<file path="config.mk">
export PLATFORM = sky130hd
export DESIGN_NAME = bts_mac
export DESIGN_NICKNAME = d
export VERILOG_FILES = /design/src/rtl/core/bts_pkg.sv /design/src/rtl/core/bts_mac.sv
export SDC_FILE = /design/constraint.sdc
export NUM_CORES = 1
export LEC_CHECK = 0
export ABC_CLOCK_PERIOD_IN_PS = 7000
export BUFFER_PORTS_ARGS = -buffer_cell sky130_fd_sc_hd__buf_2
export CAP_MARGIN = 20
export CELL_PAD_IN_SITES_DETAIL_PLACEMENT = 1
export CELL_PAD_IN_SITES_GLOBAL_PLACEMENT = 1
export CORE_MARGIN = 2
export CORE_UTILIZATION = 40
export CTS_CLUSTER_DIAMETER = 120
export CTS_CLUSTER_SIZE = 40
export DETAILED_ROUTE_END_ITERATION = 6
export PLACE_DENSITY = 0.83
export SETUP_SLACK_MARGIN = 0.1
export SYNTH_ARGS = -nofsm -noshare
export SYNTH_HDL_FRONTEND = slang
export SYNTH_SLANG_ARGS = --single-unit
</file>
<file path="constraint.sdc">
create_clock -name clk -period 7 [get_ports clk]
set_input_delay 0.7 -clock clk [delete_from_list [all_inputs] [get_ports clk]]
set_output_delay 0.7 -clock clk [all_outputs]
set_load 0.01 [all_outputs]
</file>
<file path="src/rtl/core/bts_pkg.sv">
`default_nettype none
// ----------------------------------------------------------------------------
// bts_pkg: shared types and constants of the bilinear texture sampler
// Holds the sequencer states, the interface structs of the shared units and
// the two colour decode tables built at elaboration.
// ----------------------------------------------------------------------------
package bts_pkg;

    // Field widths
    localparam int DIM_W   = 9;   // texture dimension register
    localparam int IDX_W   = 18;  // signed integer texel coordinate
    localparam int FRAC_W  = 16;  // coordinate fraction
    localparam int ADDR_W  = 16;  // texel store address
    localparam int TEXEL_W = 32;  // RGBA8 texel
    localparam int CH_W    = 16;  // Q1.15 channel

    // Shared multiply-add unit: res = a * b + c
    localparam int MAC_A_W = 24;
    localparam int MAC_B_W = 17;
    localparam int MAC_C_W = 34;
    localparam int MAC_R_W = 42;

    localparam logic [CH_W-1:0] ONE_Q15 = 16'd32768;

    // Operation codes carried in tuser
    localparam logic OP_WRITE  = 1'b0;
    localparam logic OP_SAMPLE = 1'b1;

    // Configuration register indexes
    localparam logic [1:0] CFG_WIDTH  = 2'd0;
    localparam logic [1:0] CFG_HEIGHT = 2'd1;
    localparam logic [1:0] CFG_REPEAT = 2'd2;
    localparam logic [1:0] CFG_SRGB   = 2'd3;

    // Blend phases within one channel
    localparam logic [1:0] PH_TOP  = 2'd0;
    localparam logic [1:0] PH_BOT  = 2'd1;
    localparam logic [1:0] PH_VERT = 2'd2;

    typedef enum logic [3:0] {
        ST_IDLE,
        ST_MUL_U,
        ST_MUL_V,
        ST_CAP_V,
        ST_WRAP,
        ST_MOD_X,
        ST_MOD_Y,
        ST_F_ADDR,
        ST_F_READ,
        ST_F_DATA,
        ST_B_ISSUE,
        ST_B_CAP,
        ST_OUT
    } state_t;

    typedef struct packed {
        logic signed [MAC_A_W-1:0] a;
        logic signed [MAC_B_W-1:0] b;
        logic signed [MAC_C_W-1:0] c;
    } mac_op_t;

    typedef struct packed {
        logic                    start;
        logic signed [IDX_W-1:0] value;
        logic [DIM_W-1:0]        modulus;
    } mod_req_t;

    typedef struct packed {
        logic             done;
        logic [DIM_W-1:0] rem;
    } mod_rsp_t;

    typedef struct packed {
        logic               we;
        logic [ADDR_W-1:0]  addr;
        logic [TEXEL_W-1:0] wdata;
    } mem_req_t;

    typedef logic [255:0][CH_W-1:0] rom_t;

    localparam logic [63:0] Q30 = 64'd1073741824;

    function automatic logic [63:0] pow5_q30(input logic [63:0] r);
        logic [63:0] r2;
        logic [63:0] r4;
        r2 = (r * r) >> 30;
        r4 = (r2 * r2) >> 30;
        return (r4 * r) >> 30;
    endfunction

    // sRGB to linear, Q1.15: linear segment, then the 2.4 power through a
    // fifth root search in Q30.
    function automatic rom_t build_srgb_rom();
        rom_t        rom;
        logic [63:0] t;
        logic [63:0] t2;
        logic [63:0] lo;
        logic [63:0] hi;
        logic [63:0] mid;
        for (int i = 0; i < 256; i++)
        begin
            if (i <= 10)
            begin
                rom[i] = 16'((64'(i) * 64'd3276800 + 64'd164730) / 64'd329460);
            end
            else
            begin
                t  = ((64'(1000 * i + 14025) << 30) + 64'd134512) / 64'd269025;
                t2 = (t * t + 64'd536870912) >> 30;
                lo = 64'd0;
                hi = Q30;
                for (int s = 0; s < 32; s++)
                begin
                    if (lo < hi)
                    begin
                        mid = lo + ((hi - lo + 64'd1) >> 1);
                        if (pow5_q30(mid) <= t2)
                        begin
                            lo = mid;
                        end
                        else
                        begin
                            hi = mid - 64'd1;
                        end
                    end
                end
                rom[i] = 16'((((t2 * lo) >> 30) + 64'd16384) >> 15);
            end
        end
        return rom;
    endfunction

    // byte / 255 in Q1.15, rounded as the integer division of the spec
    function automatic rom_t build_lin_rom();
        rom_t rom;
        for (int i = 0; i < 256; i++)
        begin
            rom[i] = 16'((64'(i) * 64'd32768 + 64'd127) / 64'd255);
        end
        return rom;
    endfunction

    localparam rom_t SRGB_ROM = build_srgb_rom();
    localparam rom_t LIN_ROM  = build_lin_rom();

endpackage
`default_nettype wire

</file>
<file path="src/rtl/core/bts_mac.sv">
`default_nettype none
// ----------------------------------------------------------------------------
// bts_mac: shared multiply-add unit
// Registers a * b + c; the result appears in the cycle after the operands are presented.
// ----------------------------------------------------------------------------
module bts_mac
(
    input  wire logic                                clk,
    input  wire bts_pkg::mac_op_t                    op,
    output logic signed [bts_pkg::MAC_R_W-1:0]       res
);

    logic signed [bts_pkg::MAC_A_W-1:0]                   a;
    logic signed [bts_pkg::MAC_B_W-1:0]                   b;
    logic signed [bts_pkg::MAC_C_W-1:0]                   c;
    logic signed [bts_pkg::MAC_A_W+bts_pkg::MAC_B_W-1:0]  prod;
    logic signed [bts_pkg::MAC_R_W-1:0]                   res_reg;
    logic signed [bts_pkg::MAC_R_W-1:0]                   res_next;

    assign a = op.a;
    assign b = op.b;
    assign c = op.c;

    always_comb
    begin
        prod     = a * b;
        res_next = $signed({prod[40], prod}) + $signed({{8{c[33]}}, c});
    end

    always_ff @(posedge clk)
    begin
        res_reg <= res_next;
    end

    assign res = res_reg;

endmodule
`default_nettype wire

</file>
=== Word level (Yosys, flattened, before mapping) ===
Cells that the tools add are included.
W data, S select, Z words.

* Register bits: 42
* Output and inout bits: 42
* Word-level logic and storage cells: 3

* Add/sub/neg operators: 1
* Multiply operators: 1

{| class="wikitable"
|+ Operators by type and width
! cell !! count
|-
| $add A41 B34 Y42 || 1
|-
| $mul A24 B17 Y41 || 1
|}

=== Longest topological paths before layout ===
* Depth after elaboration: 2
* Mapped depth: 25
* Gate-level depth less buffers: 24

=== Worst setup path before layout ===
Ideal clock, no wire load.

* Path type: input -> register
* Start: input port op[61] (netlist bit)
* End: register res_reg, in the netlist res[40]
* Setup time: 0.072 ns
* Arrival: 6.482 ns
* Slack: 0.446 ns
* Cell stages on the path: 21
* Buffers on the path: 1
* Path through: clkbuf_1 > nand2_1 > fa_1 > fa_1 > fa_1 > fa_1 > inv_1 > fa_1 > inv_1 > fa_1 > inv_1 > ha_1 > a21o_1 > a221oi_2 > nor2_1 > or3_4 > o221a_4 > o41ai_4 > o2111ai_2 > a311oi_2 > xnor2_1

* Word-level cells in the longest chain between the ends: 2

{| class="wikitable"
|+ Ends and longest elaborated chain
! what !! RTL line !! text
|-
| start: declaration || bts_mac.sv:9 || <nowiki>input wire bts_pkg::mac_op_t op,</nowiki>
|-
| $mul A24 B17 Y41 || bts_mac.sv:26 || <nowiki>prod = a * b;</nowiki>
|-
| $add A41 B34 Y42 || bts_mac.sv:27 || <nowiki>res_next = $signed({prod[40], prod}) + $signed({{8{c[33]}}, c});</nowiki>
|-
| net res_next (one bit) || bts_mac.sv:18 || <nowiki>logic signed [bts_pkg::MAC_R_W-1:0] res_next;</nowiki>
|-
| end signal: assignment || bts_mac.sv:32 || <nowiki>res_reg <= res_next;</nowiki>
|-
| end: declaration || bts_mac.sv:17 || <nowiki>logic signed [bts_pkg::MAC_R_W-1:0] res_reg;</nowiki>
|}

The timed path passes the listed nets, and every way through them passes these cells.

=== Worst setup path in the final report ===
* Start: input port op[61] (netlist bit)
* End: register res_reg, in the netlist res[41]

Same word-level chain as after synthesis.

==> results.md <==
* H-tree Lvls at 2
* RSZ-0062 raised after global routing: yes
* Global-route wire length before repair at 80200 um
* Slowest cell on the critical path: fa_1
* Hold WC Path Type: input port to register
* Compound-Gate Fraction of Synth Area at 0.0427
* Highest clock rate at 149 MHz
* Avg WL per Cell at 19.8 um
* Avg Vias per Cell at 5.02
* Area share of the largest cell type after synthesis at 0.533
* Postcts setup bufs at 0
* CP Capture Type: register
* Crit path cell chain: buf_2 -> buf_4 -> buf_4 -> nand2_1 -> fa_1 -> inv_1 -> fa_1 -> fa_1 -> fa_1 -> fa_1 -> inv_1 -> fa_1 -> inv_1 -> ha_1 -> a21o_1 -> nor3_1 -> a31oi_1 -> nor4_1 -> nor2_1 -> buf_4 -> a41o_1 -> a41oi_2 -> a31oi_1 -> xnor2_1
* Rows at 74
* Synth-to-layout area growth at 11.3%
* Overall die height at 209 um
* Crit path top cell by count: fa_1
* Sequential area share after synthesis at 0.0503
* Max Root-Sink Buffers at 2
* Largest net degree at the start of global routing at 25
* Clock Sinks at 42
* Count of pins over their slew limit at 0
* Post-synth EDFFs at 0
* Min-delay src: op[0]
* Area of the mapped netlist at 16700 um^2
* Layout cells sized above 1 at 0.113
* Slew HR at 0.659
* Largest cells by area after synthesis: fa_1, inv_1, ha_1, and2_1, nand2_1
* Initial antenna violation count at 2
* CP Max Fanout at 8
* Core area at 41000 um^2
* Max Cap Viol at 0
* Hold Vio Cnt, Final at 0
* Die width at 209 um
* Tot GR Track Use at 0.240
* Crit path to: res[41]
* Post-synthesis net count at 2426
* DR pass1 iterations at 5
* Ant. Diodes at 0
* FF+latch count, synth at 42
* Die Area at 43500 um^2
* CTS tree: built
* Async SR Flop Fraction at 0
* Setup violations, final at 0
* Input/output buffers at 117
* Tcrit/Tclk final at 0.958
* Largest family of logic cells by synthesized area: adder cells
* Count leader, synth: inv_1
* Total grt overflow at 0
* Post-synth top cells: inv_1, fa_1, nand2_1
* Synth Instances at 1793
* Worst Path Buf+Inv at 7
* 1st-iter DRT viols at 462
* Final setup margin at 296 ps
* Fin nets at 2567
* GP Congestion at 0.946
* Synth warnings at 0
* Synth Area in Simple Gates at 0.143
* Mux cell area share after synthesis at 0
* Ports at 118
* Starting Density at 0.408
* Worst-path clk slew at 80 ps
* Drt drc at 0
* Xor/xnor share of the synthesized area at 0.0220
* Critical Path Start: op[61]
* Setup TNS at 0 ps
* Worst EP arrival at 6920 ps
* Critical Path Start Type: input port
* CP Depth at 24
* Dpl ws at -183 ps
* Status: complete, no violations
* Vias in the first global route at 15200
* Worst path max stage delay at 560 ps
* Synth Area per Inst at 9.33 um^2
* Post-DP HPWL at 43000 um
* WL final at 48800 um
* Post-synth top flop: dfxtp_1
* Via Count at 12400
* Adder-cell share of the synthesized area at 0.616
* Tmin final at 6700 ps
* Critical path class: input port to register
* WP data required at 7220 ps
* CTS Buf Count at 5
* Post-route ant nets at 0
* Clk root buf: clkbuf_16
* CP top delay family: adder cells
* Max reg flops at 42
* Tightest Pin Transition at 512 ps
* Worst hold slack at 617 ps
* Yosys cell types at 47
* Most area-hungry cell type in the Yosys netlist: fa_1
==> layout make-up <==
type                       instances  area, um^2
tap                              532         666
multi-input combinational       1192       13800
timing repair buffer             199        1260
clock buffer                       5         125
fill                            4802       22400
clock inverter                     3        48.8
sequential                        42         841
inverter                         494        1850
==> repair_timing <==
action                     in CTS  in global routing
gates resized for setup         0                 10
hold buffers                    0                  0
setup endpoints to repair       0                  5
==> cell usage in the layout (no fill, tap or decap), types with 2 or more instances in the layout <==
cell type and instances:
nor2_1 41, nor3_1 6, buf_4 78, dfxtp_1 42, nor2b_1 5, fa_1 445
xor2_1 12, clkbuf_4 2, nand2_1 231, clkbuf_16 5, and2_1 175, nand2b_1 10
a31oi_1 4, o21bai_1 4, or3_1 2, buf_12 4, a21o_1 18, o21a_1 5
and3_1 5, a211oi_1 2, ha_1 112, nand3_1 6, inv_1 494, buf_2 115
nand4_1 3, o21ai_0 17, and4_1 2, o31ai_1 2, a21oi_1 29, xnor2_1 30
a311oi_1 3
==> how the worst min path moves through the flow <==
stage / end / slack (ps) / cells after the start
3_3_place_gp: res[0] / 920 / 2
4_1_cts: res[0] / 580 / 2
5_1_grt: res[0] / 610 / 2
2_1_floorplan: res[0] / 830 / 1
3_5_place_dp: res[0] / 930 / 2
6_report: res[0] / 620 / 2
==> through the flow <==
step | area [um^2] | utilization | instances
global placement | 18400 | 0.449 | 2459
detailed placement | 18400 | 0.449 | 2459
finish | 18600 | 0.454 | 2467
global route | 18600 | 0.454 | 2467
floorplan | 16700 | - | 1793
CTS | 18600 | 0.453 | 2467
==> cell families (layout without fill, tap and decap cells) <==
family / after synthesis / after routing
flip-flops: 42 / 42
XOR/XNOR: 42 / 42
AND/OR/NAND/NOR: 491 / 491
AO/OA/AOI/OAI: 102 / 102
adder cells (fa/ha/maj): 557 / 557
buffers and inverters: 559 / 701
==> per-layer routing <==
layer	GRT usage	up-vias	share of wire
met3	0.0248	108	0.028
met5	0	-	0.00051
met2	0.466	285	0.56
met4	0.0985	4	0.043
li1	-	5410	-
met1	0.266	6575	0.37
Power is not shown: default switching activity piles up to over one toggle a cycle in this logic, so the estimate is an artifact.
