**config.mk**
```make
export PLATFORM = sky130hd
export DESIGN_NAME = bts_modu
export DESIGN_NICKNAME = d
export VERILOG_FILES = /design/src/rtl/core/bts_pkg.sv /design/src/rtl/core/bts_modu.sv
export SDC_FILE = /design/constraint.sdc
export NUM_CORES = 1
export LEC_CHECK = 0
export CORE_MARGIN = 1
export CORE_UTILIZATION = 45
export DETAILED_ROUTE_END_ITERATION = 16
export DONT_BUFFER_PORTS = 1
export PLACE_DENSITY = 0.66
export SYNTH_ARGS = -nofsm -noshare
export SYNTH_HDL_FRONTEND = slang
export SYNTH_SLANG_ARGS = --single-unit
```
**constraint.sdc**
```tcl
create_clock -name clk -period 3.8 [get_ports clk]
set_input_delay 0.19 -clock clk [delete_from_list [all_inputs] [get_ports clk]]
set_output_delay 0.19 -clock clk [all_outputs]
set_load 0.005 [all_outputs]
```
**src/rtl/core/bts_pkg.sv**
```systemverilog
`default_nettype none
// ----------------------------------------------------------------------------
// bts_pkg: shared types and constants of the bilinear texture sampler
// Holds the sequencer states, the interface structs of the shared units and
// the two colour decode tables built at elaboration.
// ----------------------------------------------------------------------------
package bts_pkg;

    // Field widths
    localparam int DIM_W   = 9;   // texture dimension register
    localparam int IDX_W   = 18;  // signed integer texel coordinate
    localparam int FRAC_W  = 16;  // coordinate fraction
    localparam int ADDR_W  = 16;  // texel store address
    localparam int TEXEL_W = 32;  // RGBA8 texel
    localparam int CH_W    = 16;  // Q1.15 channel

    // Shared multiply-add unit: res = a * b + c
    localparam int MAC_A_W = 24;
    localparam int MAC_B_W = 17;
    localparam int MAC_C_W = 34;
    localparam int MAC_R_W = 42;

    localparam logic [CH_W-1:0] ONE_Q15 = 16'd32768;

    // Operation codes carried in tuser
    localparam logic OP_WRITE  = 1'b0;
    localparam logic OP_SAMPLE = 1'b1;

    // Configuration register indexes
    localparam logic [1:0] CFG_WIDTH  = 2'd0;
    localparam logic [1:0] CFG_HEIGHT = 2'd1;
    localparam logic [1:0] CFG_REPEAT = 2'd2;
    localparam logic [1:0] CFG_SRGB   = 2'd3;

    // Blend phases within one channel
    localparam logic [1:0] PH_TOP  = 2'd0;
    localparam logic [1:0] PH_BOT  = 2'd1;
    localparam logic [1:0] PH_VERT = 2'd2;

    typedef enum logic [3:0] {
        ST_IDLE,
        ST_MUL_U,
        ST_MUL_V,
        ST_CAP_V,
        ST_WRAP,
        ST_MOD_X,
        ST_MOD_Y,
        ST_F_ADDR,
        ST_F_READ,
        ST_F_DATA,
        ST_B_ISSUE,
        ST_B_CAP,
        ST_OUT
    } state_t;

    typedef struct packed {
        logic signed [MAC_A_W-1:0] a;
        logic signed [MAC_B_W-1:0] b;
        logic signed [MAC_C_W-1:0] c;
    } mac_op_t;

    typedef struct packed {
        logic                    start;
        logic signed [IDX_W-1:0] value;
        logic [DIM_W-1:0]        modulus;
    } mod_req_t;

    typedef struct packed {
        logic             done;
        logic [DIM_W-1:0] rem;
    } mod_rsp_t;

    typedef struct packed {
        logic               we;
        logic [ADDR_W-1:0]  addr;
        logic [TEXEL_W-1:0] wdata;
    } mem_req_t;

    typedef logic [255:0][CH_W-1:0] rom_t;

    localparam logic [63:0] Q30 = 64'd1073741824;

    function automatic logic [63:0] pow5_q30(input logic [63:0] r);
        logic [63:0] r2;
        logic [63:0] r4;
        r2 = (r * r) >> 30;
        r4 = (r2 * r2) >> 30;
        return (r4 * r) >> 30;
    endfunction

    // sRGB to linear, Q1.15: linear segment, then the 2.4 power through a
    // fifth root search in Q30.
    function automatic rom_t build_srgb_rom();
        rom_t        rom;
        logic [63:0] t;
        logic [63:0] t2;
        logic [63:0] lo;
        logic [63:0] hi;
        logic [63:0] mid;
        for (int i = 0; i < 256; i++)
        begin
            if (i <= 10)
            begin
                rom[i] = 16'((64'(i) * 64'd3276800 + 64'd164730) / 64'd329460);
            end
            else
            begin
                t  = ((64'(1000 * i + 14025) << 30) + 64'd134512) / 64'd269025;
                t2 = (t * t + 64'd536870912) >> 30;
                lo = 64'd0;
                hi = Q30;
                for (int s = 0; s < 32; s++)
                begin
                    if (lo < hi)
                    begin
                        mid = lo + ((hi - lo + 64'd1) >> 1);
                        if (pow5_q30(mid) <= t2)
                        begin
                            lo = mid;
                        end
                        else
                        begin
                            hi = mid - 64'd1;
                        end
                    end
                end
                rom[i] = 16'((((t2 * lo) >> 30) + 64'd16384) >> 15);
            end
        end
        return rom;
    endfunction

    // byte / 255 in Q1.15, rounded as the integer division of the spec
    function automatic rom_t build_lin_rom();
        rom_t rom;
        for (int i = 0; i < 256; i++)
        begin
            rom[i] = 16'((64'(i) * 64'd32768 + 64'd127) / 64'd255);
        end
        return rom;
    endfunction

    localparam rom_t SRGB_ROM = build_srgb_rom();
    localparam rom_t LIN_ROM  = build_lin_rom();

endpackage
`default_nettype wire

```
**src/rtl/core/bts_modu.sv**
```systemverilog
`default_nettype none
// ----------------------------------------------------------------------------
// bts_modu: iterative modulo unit
// Restoring remainder, one quotient bit a cycle; floor modulo of a signed
// coordinate by the texture dimension.
// ----------------------------------------------------------------------------
module bts_modu
(
    input  wire logic              clk,
    input  wire logic              rst_n,
    input  wire bts_pkg::mod_req_t req,
    output bts_pkg::mod_rsp_t      rsp
);

    localparam int CNT_W = $clog2(bts_pkg::IDX_W + 1);

    logic                        busy_reg, busy_next;
    logic                        done_reg, done_next;
    logic [CNT_W-1:0]            cnt_reg, cnt_next;
    logic [bts_pkg::IDX_W-1:0]   mag_reg, mag_next;
    logic                        neg_reg, neg_next;
    logic [bts_pkg::DIM_W-1:0]   n_reg, n_next;
    logic [bts_pkg::DIM_W-1:0]   r_reg, r_next;
    logic [bts_pkg::DIM_W-1:0]   rem_reg, rem_next;
    logic [bts_pkg::DIM_W:0]     trial;
    logic [bts_pkg::DIM_W:0]     diff;
    logic [bts_pkg::DIM_W-1:0]   r_step;
    logic [bts_pkg::IDX_W-1:0]   value_u;

    always_comb
    begin
        value_u   = req.value;
        trial     = {r_reg, mag_reg[bts_pkg::IDX_W-1]};
        diff      = trial - {1'b0, n_reg};
        r_step    = (trial >= {1'b0, n_reg}) ? diff[bts_pkg::DIM_W-1:0]
                                             : trial[bts_pkg::DIM_W-1:0];
        busy_next = busy_reg;
        done_next = 1'b0;
        cnt_next  = cnt_reg;
        mag_next  = mag_reg;
        neg_next  = neg_reg;
        n_next    = n_reg;
        r_next    = r_reg;
        rem_next  = rem_reg;
        if (busy_reg)
        begin
            r_next   = r_step;
            mag_next = {mag_reg[bts_pkg::IDX_W-2:0], 1'b0};
            cnt_next = cnt_reg - CNT_W'(1);
            if (cnt_reg == CNT_W'(1))
            begin
                busy_next = 1'b0;
                done_next = 1'b1;
                // floor modulo: fold a negative remainder back into range
                rem_next  = (neg_reg && (r_step != '0)) ? (n_reg - r_step) : r_step;
            end
        end
        else if (req.start)
        begin
            busy_next = 1'b1;
            cnt_next  = CNT_W'(bts_pkg::IDX_W);
            neg_next  = value_u[bts_pkg::IDX_W-1];
            mag_next  = value_u[bts_pkg::IDX_W-1]
                      ? (~value_u + {{(bts_pkg::IDX_W-1){1'b0}}, 1'b1}) : value_u;
            n_next    = req.modulus;
            r_next    = '0;
        end
    end

    always_ff @(posedge clk or negedge rst_n)
    begin
        if (!rst_n)
        begin
            busy_reg <= 1'b0;
            done_reg <= 1'b0;
            cnt_reg  <= '0;
        end
        else
        begin
            busy_reg <= busy_next;
            done_reg <= done_next;
            cnt_reg  <= cnt_next;
        end
    end

    always_ff @(posedge clk)
    begin
        mag_reg <= mag_next;
        neg_reg <= neg_next;
        n_reg   <= n_next;
        r_reg   <= r_next;
        rem_reg <= rem_next;
    end

    assign rsp.done = done_reg;
    assign rsp.rem  = rem_reg;

endmodule
`default_nettype wire

```
# After elaboration in Yosys (flattened, before gate mapping)
# Cells that the tools add are included.
# Widths: inputs -> output; s select.
dict set report word_totals {
  register_bits 53
  input_bits 30
  out_inout_bits 10
  wordCells 36
}
dict set report op_classes {
  add_sub_neg 4
  n_lt_le_gt_ge 1
  n_eq_ne 1
  mux 14
  bitwise_logic 2
  n_reduce_logical 5
}
# operator count
set op_table {}
lappend op_table {{$mux 18} 3}
lappend op_table {{$mux 9} 4}
lappend op_table {{$add 18x1->18 const B} 1}
lappend op_table {{$not 18->18} 1}
lappend op_table {{$sub 9x9->9} 2}
lappend op_table {{$ge 10x9->1} 1}
lappend op_table {{$mux 5} 2}
lappend op_table {{$reduce_bool 9->1} 1}
lappend op_table {{$eq 5x1->1 const B} 1}
lappend op_table {{$mux 1} 5}
lappend op_table {{$sub 5x1->5 const B} 1}
lappend op_table {{$reduce_and 2->1} 2}
lappend op_table {{$reduce_bool 2->1} 1}
lappend op_table {{$logic_and 1x1->1} 1}
lappend op_table {{$not 1->1} 1}

# Longest topological paths before layout
# Gate-level depths: netlist of the first run.
dict set report depth {
  word_depth 5
  mapped_depth 20
  ltp_nobuf 19
}

# Worst setup path before layout of the first run
# OpenSTA, ideal clock, no wires.
dict set report synth_timing {
  kind {flip-flop to flip-flop}
  startpoint {register mag_reg[17] in the netlist's numbering}
  endpoint {register rem_reg[8] in the netlist's numbering (data pin)}
  setup_time_ns 0.269
  arrival_ns 3.764
  required_ns 3.531
  setup_slack_ns -0.233
  stages_incl_launch_ff 21
  path_buffers 1
  period_less_slack_ns 4.033
  cell_sequence {edfxtp_1 -> inv_1 -> ha_1 -> inv_1 -> fa_1 -> nand3_1 -> and2_1 -> buf_6 -> a211oi_4 -> nor2_2 -> mux2i_2 -> xnor2_1 -> ha_1 -> o21bai_1 -> a311o_1 -> o211ai_2 -> nand2_2 -> a311oi_1 -> nor3_1 -> a221oi_2 -> xnor2_1}
}
dict set report synth_via {
  elab_chain_cells 5
  word_cells_on_any_way 7
  classes_between {add/sub (2); order compare (1); mux (2); reduce/logical (2)}
}
# element line
set synth_rtl {}
lappend synth_rtl {{start, declared} bts_modu.sv:20} ;# logic [bts_pkg::IDX_W-1:0] mag_reg, mag_next;
lappend synth_rtl {{start signal, assigned} bts_modu.sv:88} ;# mag_reg <= mag_next;
lappend synth_rtl {{$sub 9x9->9 / $ge 10x9->1 (equally long branches)} {bts_modu.sv:34, bts_modu.sv:35}}
lappend synth_rtl {{$mux 9 *} bts_modu.sv:35} ;# r_step = (trial >= {1'b0, n_reg}) ? diff[bts_pkg::DIM_W-1:0]
lappend synth_rtl {{branches (longest 2 deep; another with $sub 9x9->9)} -}
lappend synth_rtl {{$mux 9 *} bts_modu.sv:55} ;# rem_next = (neg_reg && (r_step != '0)) ? (n_reg - r_step) : r_step;
lappend synth_rtl {{end signal, assigned} bts_modu.sv:92} ;# rem_reg <= rem_next;
lappend synth_rtl {{end, declared} bts_modu.sv:24} ;# logic [bts_pkg::DIM_W-1:0] rem_reg, rem_next;
# Every way passes the cells marked *.
# A chain may end at the register's enable or synchronous reset.

# Final worst setup path of the first run
# Ends and elaborated chain as after synthesis.

==> load_flow_metrics.sql, run 1 <==
INSERT INTO impl_metrics (metric_group, metric, value, unit) VALUES
('status', 'status', 'complete, but fails checks', ''),
('status', 'violations', 'setup timing', ''),
('cts', 'cts_buffer_count', '5', ''),
('cts', 'clock_insertion_delay_worst_skew', '0.31', 'ns'),
('timing', 'timing.fmax', '258.9', 'MHz'),
('critical_path', 'critPathLaunchType', 'register', ''),
('detailed_routing', 'via_count', '2662', ''),
('hold_path', 'hold_start', 'req[9]', ''),
('detailed_routing', 'detail_route.vias_per_cell', '5.511', ''),
('critical_path', 'timing.critical_path.slowest_stage_cell', 'fa_2', ''),
('floorplan', 'floorplan.io_pins', '40', ''),
('global_routing', 'wire_length_of_the_first_global_routing_pass', '11.61', 'mm'),
('finish', 'leading_cell_types_in_the_layout_fill_and_taps_excluded', '45 x edfxtp_1, 36 x nand2_1, 36 x buf_4, 30 x o21ai_0, 27 x nor2_1', ''),
('floorplan', 'floorplan.rows', '31', ''),
('global_routing', 'overflow', '0', ''),
('cts', 'clk_pin_slew', '0.10', 'ns'),
('finish', 'number_of_flip_flops_in_the_largest_register', '18', ''),
('placement', 'place_hpwl', '5.733', 'mm'),
('global_routing', 'grt_start_max_net_pins', '29', ''),
('finish', 'sequential_cell_area', '1546', 'um2'),
('flow_run', 'max_cap_viol_count', '0', ''),
('global_routing', 'grt_use_total', '0.1938', ''),
('finish', 'drive_gt1_frac', '0.2135', ''),
('detailed_routing', 'detail-route-antenna-nets', '0', ''),
('detailed_routing', 'drt_first_pass_iters', '4', ''),
('detailed_routing', 'drt_wl_total', '7.848', 'mm'),
('synth', 'netlist_instances', '337', ''),
('critical_path', 'max_stage_delay', '0.41', 'ns'),
('synth', 'synth.ff_latch_count', '53', ''),
('floorplan', 'dieArea', '8034', 'um2'),
('timing', 'setup_violations', '2', ''),
('synth', 'synth-edff-count', '45', ''),
('finish', 'fillers', '629', ''),
('finish', 'mostFrequentLayoutCell', 'edfxtp_1', ''),
('timing', 'final_min_period_over_clock_period', '1.017', ''),
('timing', 'relSlewSlack', '0.2791', ''),
('synth', 'synth_cell_type_count', '68', ''),
('timing', 'min_period', '3.863', 'ns'),
('timing', 'fin_tns_setup', '-0.1067', 'ns'),
('hold_path', 'timing.hold.worst_endpoint', 'mag_reg[0]', ''),
('critical_path', 'worst_setup_path_end_kind', 'register', ''),
('timing', 'timing.final.ws_setup', '-0.06321', 'ns'),
('finish', 'final-instance-count-excl-fill', '483', ''),
('critical_path', 'reg2reg_setup_slack', '-0.06', 'ns'),
('global_routing', 'first_global_vias', '2493', ''),
('hold_path', 'hold_path_class', 'primary input to register', ''),
('synth', 'ys.flop_type', 'edfxtp_1', ''),
('cts', 'cts.root.buffer_cell', 'clkbuf_8', ''),
('placement', 'routabilityCongestion', '0.8430', ''),
('critical_path', 'reg2reg_end', 'rem_reg[8]', ''),
('global_routing', 'antenna_violations_before_repair', '0', ''),
('critical_path', 'critical_path_class', 'register to register', ''),
('synth', 'yosysSeqAreaShare', '0.4475', ''),
('cts', 'clock-sinks', '53', ''),
('timing', 'holdWs', '0.02622', 'ns'),
('critical_path', 'cp_top_family', 'compound AO/OA/AOI/OAI gates', ''),
('critical_path', 'critical_path_buf_inv_count', '2', ''),
('cts', 'cts_tree', 'done', ''),
('power_and_ir_drop', 'power.leakage', '1.614', 'nW'),
('timing', 'rsz0062_at_grt', 'yes', ''),
('hold_path', 'min_delay_path_depth', '2', ''),
('finish', 'multi_input_area', '1868', 'um2'),
('detailed_routing', 'average_detailed_routed_wire_length_per_instance', '16.25', 'um'),
('floorplan', 'dieHeight', '89.64', 'um'),
('critical_path', 'worst-endpoint-arrival', '3.93', 'ns'),
('cts', 'clock_path_buffers', '2', ''),
('timing', 'drv_slew', '0', ''),
('detailed_routing', 'drc', '0', ''),
('synth', 'synthesis.area', '3456', 'um2'),
('placement', 'post-place-ws', '0.02851', 'ns'),
('critical_path', 'critical_path.reg2reg.startpoint', 'mag_reg[17]', '');
==> cell usage after synthesis (3+ instances only) <==
cell	n	area share
a211oi_1	4	0.0087
a21oi_1	12	0.017
and2_1	4	0.0072
clkbuf_1	5	0.0054
dfrtp_1	7	0.051
edfxtp_1	45	0.39
ha_1	18	0.065
inv_1	20	0.022
maj3_1	3	0.0087
mux2i_1	6	0.017
nand2_1	36	0.039
nand2b_1	6	0.011
nand3_1	3	0.0043
nor2_1	27	0.029
nor3_1	8	0.012
o21a_1	4	0.0087
o21ai_0	31	0.045
o31ai_1	6	0.013
o41ai_1	3	0.0076
or3_1	5	0.0091
or4_1	4	0.0087
xnor2_1	11	0.028
xor2_1	15	0.038
==> cell families after synthesis <==
kind of cell    after synthesis  synth area share
mux                           9           0.02860
flops                        53            0.4475
fa+ha+maj                    22           0.07965
xor+xnor                     26           0.06589
simple gates                107            0.1513
buf+inv                      30           0.03584
compound gates               90            0.1912
==> worst max path at each step <==
stage	cells after the start	end
after CTS	15	rem_reg[6]
final	19	rem_reg[8]
after global placement	17	rem_reg[8]
after global routing	19	rem_reg[8]
after detailed placement	16	rem_reg[8]
after floorplan	20	rem_reg[8]
==> report_power, final <==
group          internal (mW)  leakage, nW  switching [mW]  total, mW
Sequential             0.942        0.556           0.112       1.05
Clock                  0.198       0.0585           0.201      0.399
Combinational           1.15         1.00            1.34       2.49
==> area by class of cell <==
type                       instances  share of cell area
clock inverter                     3             0.01064
clock buffer                       5             0.01673
inverter                          22             0.02007
tap                               99             0.03011
sequential                        53              0.3759
timing repair buffer              47             0.09246
multi-input combinational        254              0.4541
==> per-layer routing <==
layer	wire, um	track usage
met1	3555	0.2434
met4	70	0.04618
met2	4029	0.3478
met5	0	0
met3	192	0.03291
==> timing repair <==
action / in CTS / in global routing
pin swaps: 2 / 13
endpoints found under the hold margin: 17 / 0
endpoints found under the setup margin: 2 / 3
setup buffers: 0 / 12
gates cloned: 0 / 0
gates resized for setup: 1 / 15
hold buffers: 11 / 0
==> worst register-to-register path: stages, from the launching register on <==
cell	delay, ns
edfxtp_1	0.39
inv_1	0.08
ha_2	0.18
inv_2	0.04
fa_2	0.41
nand3_2	0.10
and2_4	0.16
a211oi_4	0.07
nor2_4	0.16
mux2i_4	0.28
xnor2_2	0.10
ha_2	0.17
o21bai_1	0.15
a311o_1	0.37
o211ai_2	0.10
nand2_2	0.10
a311oi_2	0.36
nor3_2	0.08
a221oi_2	0.22
xnor2_1	0.10
Note: power is estimated with default switching activity, not from simulation.
==> run 2: changes to the inputs <==
CTS_BUF_LIST = sky130_fd_sc_hd__clkbuf_2   (was unset)
==> load_flow_metrics.sql, run 2 (synthesis results as in run 1) <==
INSERT INTO impl_metrics (metric_group, metric, value, unit) VALUES
('power_and_ir_drop', 'p_int', '2.203', 'mW'),
('finish', 'postLayoutCellArea', '4243', 'um2'),
('placement', 'routabilityCongestion', '0.8430', ''),
('floorplan', 'start_util', '0.4714', ''),
('finish', 'syn2layout_area_growth', '22.77', '%'),
('critical_path', 'crit_required', '4.05', 'ns'),
('critical_path', 'cp_max_fo', '3', ''),
('global_routing', 'wire_length_of_the_first_global_routing_pass', '11.78', 'mm'),
('placement', 'place.detailed.instances', '452', ''),
('detailed_routing', 'drt_first_pass_iters', '4', ''),
('detailed_routing', 'dr.first_iter.drc_count', '147', ''),
('timing', 'rsz0062_at_grt', 'yes', ''),
('hold_path', 'hold_start', 'req[24]', ''),
('timing', 'fin_tns_setup', '-0.04846', 'ns'),
('finish', 'drive_gt1_frac', '0.2015', ''),
('flow_run', 'max_cap_viol_count', '0', ''),
('detailed_routing', 'drt_wl_total', '8.060', 'mm'),
('cts', 'htree_levels', '2', ''),
('power_and_ir_drop', 'power.share.combinational', '0.648', ''),
('timing', 'worst_clk_skew', '0.01642', 'ns'),
('timing', 'hold_violations', '0', ''),
('critical_path', 'critical_path.reg2reg.startpoint', 'mag_reg[17]', ''),
('placement', 'io_buffer_count', '0', ''),
('cts', 'clock_insertion_delay_worst_skew', '0.45', 'ns'),
('finish', 'leading_cell_types_in_the_layout_fill_and_taps_excluded', '45 x edfxtp_1, 36 x nand2_1, 36 x buf_4, 31 x o21ai_0, 29 x dlygate4sd3_1', ''),
('timing', 'timing.fmax', '261.3', 'MHz'),
('finish', 'number_of_flip_flops_in_the_largest_register', '18', ''),
('timing', 'tightest_slew', '1.077', 'ns'),
('power_and_ir_drop', 'p_per_area', '906.2', 'nW/um2'),
('finish', 'antenna_cells_inserted', '0', ''),
('floorplan', 'dieHeight', '89.64', 'um'),
('timing', 'setup_violations', '2', ''),
('finish', 'final-instance-count-excl-fill', '501', ''),
('cts', 'cts_tree', 'done', ''),
('hold_path', 'hold_path_class', 'primary input to register', ''),
('hold_path', 'min_delay_path_depth', '2', ''),
('floorplan', 'floorplan.io_pins', '40', ''),
('floorplan', 'die_x', '89.64', 'um'),
('power_and_ir_drop', 'power.leakage', '1.667', 'nW'),
('timing', 'holdWs', '0.01796', 'ns'),
('global_routing', 'overflow', '0', ''),
('cts', 'clock-sinks', '53', ''),
('critical_path', 'worst_setup_path_end_kind', 'register', ''),
('status', 'status', 'complete, but fails checks', ''),
('critical_path', 'critPathLaunch', 'mag_reg[17]', ''),
('cts', 'cts.root.buffer_cell', 'clkbuf_2', ''),
('placement', 'dpl-instance-area', '3745', 'um2'),
('finish', 'multi_input_area', '1861', 'um2'),
('critical_path', 'critical_path_class', 'register to register', ''),
('floorplan', 'dieArea', '8034', 'um2'),
('detailed_routing', 'drc', '0', ''),
('global_routing', 'antenna_violations_before_repair', '0', ''),
('detailed_routing', 'average_detailed_routed_wire_length_per_instance', '16.09', 'um'),
('detailed_routing', 'via_count', '2710', ''),
('finish', 'fin_nets', '450', ''),
('timing', 'drv_slew', '0', ''),
('power_and_ir_drop', 'net-switching-power', '1.642', 'mW'),
('power_and_ir_drop', 'p_clk_frac', '0.079', ''),
('global_routing', 'grt_start_max_net_pins', '29', ''),
('critical_path', 'reg2regPathDepth', '19', ''),
('detailed_routing', 'detail_route.vias_per_cell', '5.409', ''),
('power_and_ir_drop', 'power.switching_fraction', '0.4270', ''),
('finish', 'mostFrequentLayoutCell', 'edfxtp_1', ''),
('power_and_ir_drop', 'seqPwrFrac', '0.273', ''),
('cts', 'clk_pin_slew', '0.28', 'ns'),
('power_and_ir_drop', 'worst_ir_drop_vdd', '0.2953', 'mV'),
('placement', 'place_hpwl', '5.733', 'mm'),
('critical_path', 'critPathLaunchType', 'register', ''),
('global_routing', 'grt_use_total', '0.1966', ''),
('timing', 'min_period', '3.827', 'ns'),
('cts', 'clock_path_buffers', '2', ''),
('finish', 'sequential_cell_area', '1546', 'um2'),
('global_routing', 'first_global_vias', '2526', ''),
('floorplan', 'floorplan.rows', '31', ''),
('timing', 'timing.final.ws_setup', '-0.02728', 'ns'),
('status', 'violations', 'setup timing', ''),
('floorplan', 'floorplan.core_area', '7331', 'um2'),
('detailed_routing', 'detail-route-antenna-nets', '0', ''),
('critical_path', 'worst-endpoint-arrival', '4.08', 'ns'),
('timing', 'final_min_period_over_clock_period', '1.007', ''),
('timing', 'relSlewSlack', '0.2814', ''),
('cts', 'cts_buffer_count', '5', ''),
('finish', 'fillers', '608', '');
[run 2: cell types whose count changed in the layout (fill, tap and decap cells not counted), sizes merged]
cell and change:
dlygate4sd3 +18
[run 2: power by group through the flow]
stage | Clock (mW) | Combinational [mW] | Sequential [mW]
3_5_place_dp | 0 | 2.25 | 1.06
3_3_place_gp | 0 | 2.19 | 1.05
5_1_grt | 0.332 | 2.73 | 1.07
4_1_cts | 0.309 | 2.29 | 1.05
2_1_floorplan | 0 | 1.65 | 1.03
6_report | 0.302 | 2.49 | 1.05
[run 2: what timing repair did]
action,in CTS,in global routing
hold buffers,24,5
pin swaps,1,13
gates cloned,0,0
setup endpoints to repair,2,4
buffers inserted,0,12
endpoints found under the hold margin,33,11
resized for setup,0,14
[run 2: layout make-up]
| cell class | count | share of cell area |
|---|---|---|
| multi-input cells | 254 | 0.4385 |
| inverters | 22 | 0.01946 |
| clock inverters | 3 | 0.01032 |
| flip-flops and latches | 53 | 0.3645 |
| clock buffers | 5 | 0.005898 |
| well taps | 99 | 0.02919 |
| repair buffers | 65 | 0.1321 |
[run 2: critical path: stages, from the launching register on]
cell,delay [ns]
edfxtp_1,0.44
inv_1,0.09
ha_2,0.19
inv_2,0.04
fa_2,0.40
nand3_2,0.10
and2_4,0.15
a211oi_4,0.07
nor2_4,0.16
mux2i_4,0.26
xnor2_1,0.10
ha_2,0.17
o21bai_1,0.15
a311o_1,0.37
o211ai_2,0.10
a21boi_0,0.15
a311oi_2,0.30
nor3_2,0.08
a221oi_2,0.22
xnor2_1,0.10
[run 2: path summary, 6_finish.rpt]
check / to / slack (ns)
setup / recovery: rem_reg[8] / -0.03
hold / removal: mag_reg[15] / 0.02
setup reg to reg: rem_reg[8] / -0.03
hold reg to reg: cnt_reg[4] / 0.56
max in group asynchronous: busy_reg / 3.04
min in group asynchronous: done_reg / 0.53
[run 2: stage by stage]
step	utilization	worst slack, ns	power [mW]
after CTS	0.5530	0.03098	3.645
after global placement	0.5108	0.09398	3.243
after floorplan	-	-0.05485	2.675
after detailed placement	0.5108	0.02851	3.313
final	0.5788	-0.02728	3.845
after global routing	0.5788	-0.2470	4.132
[run 2: per-layer routing]
metal  global-route usage  wire [um]  share of wire  vias up
met2               0.3526       4153           0.52       52
met5                    0          0              0        -
met1               0.2440       3548           0.44     1283
met4              0.05483        104          0.013        0
li1                     -          -              -     1367
met3              0.03291        254          0.032        8
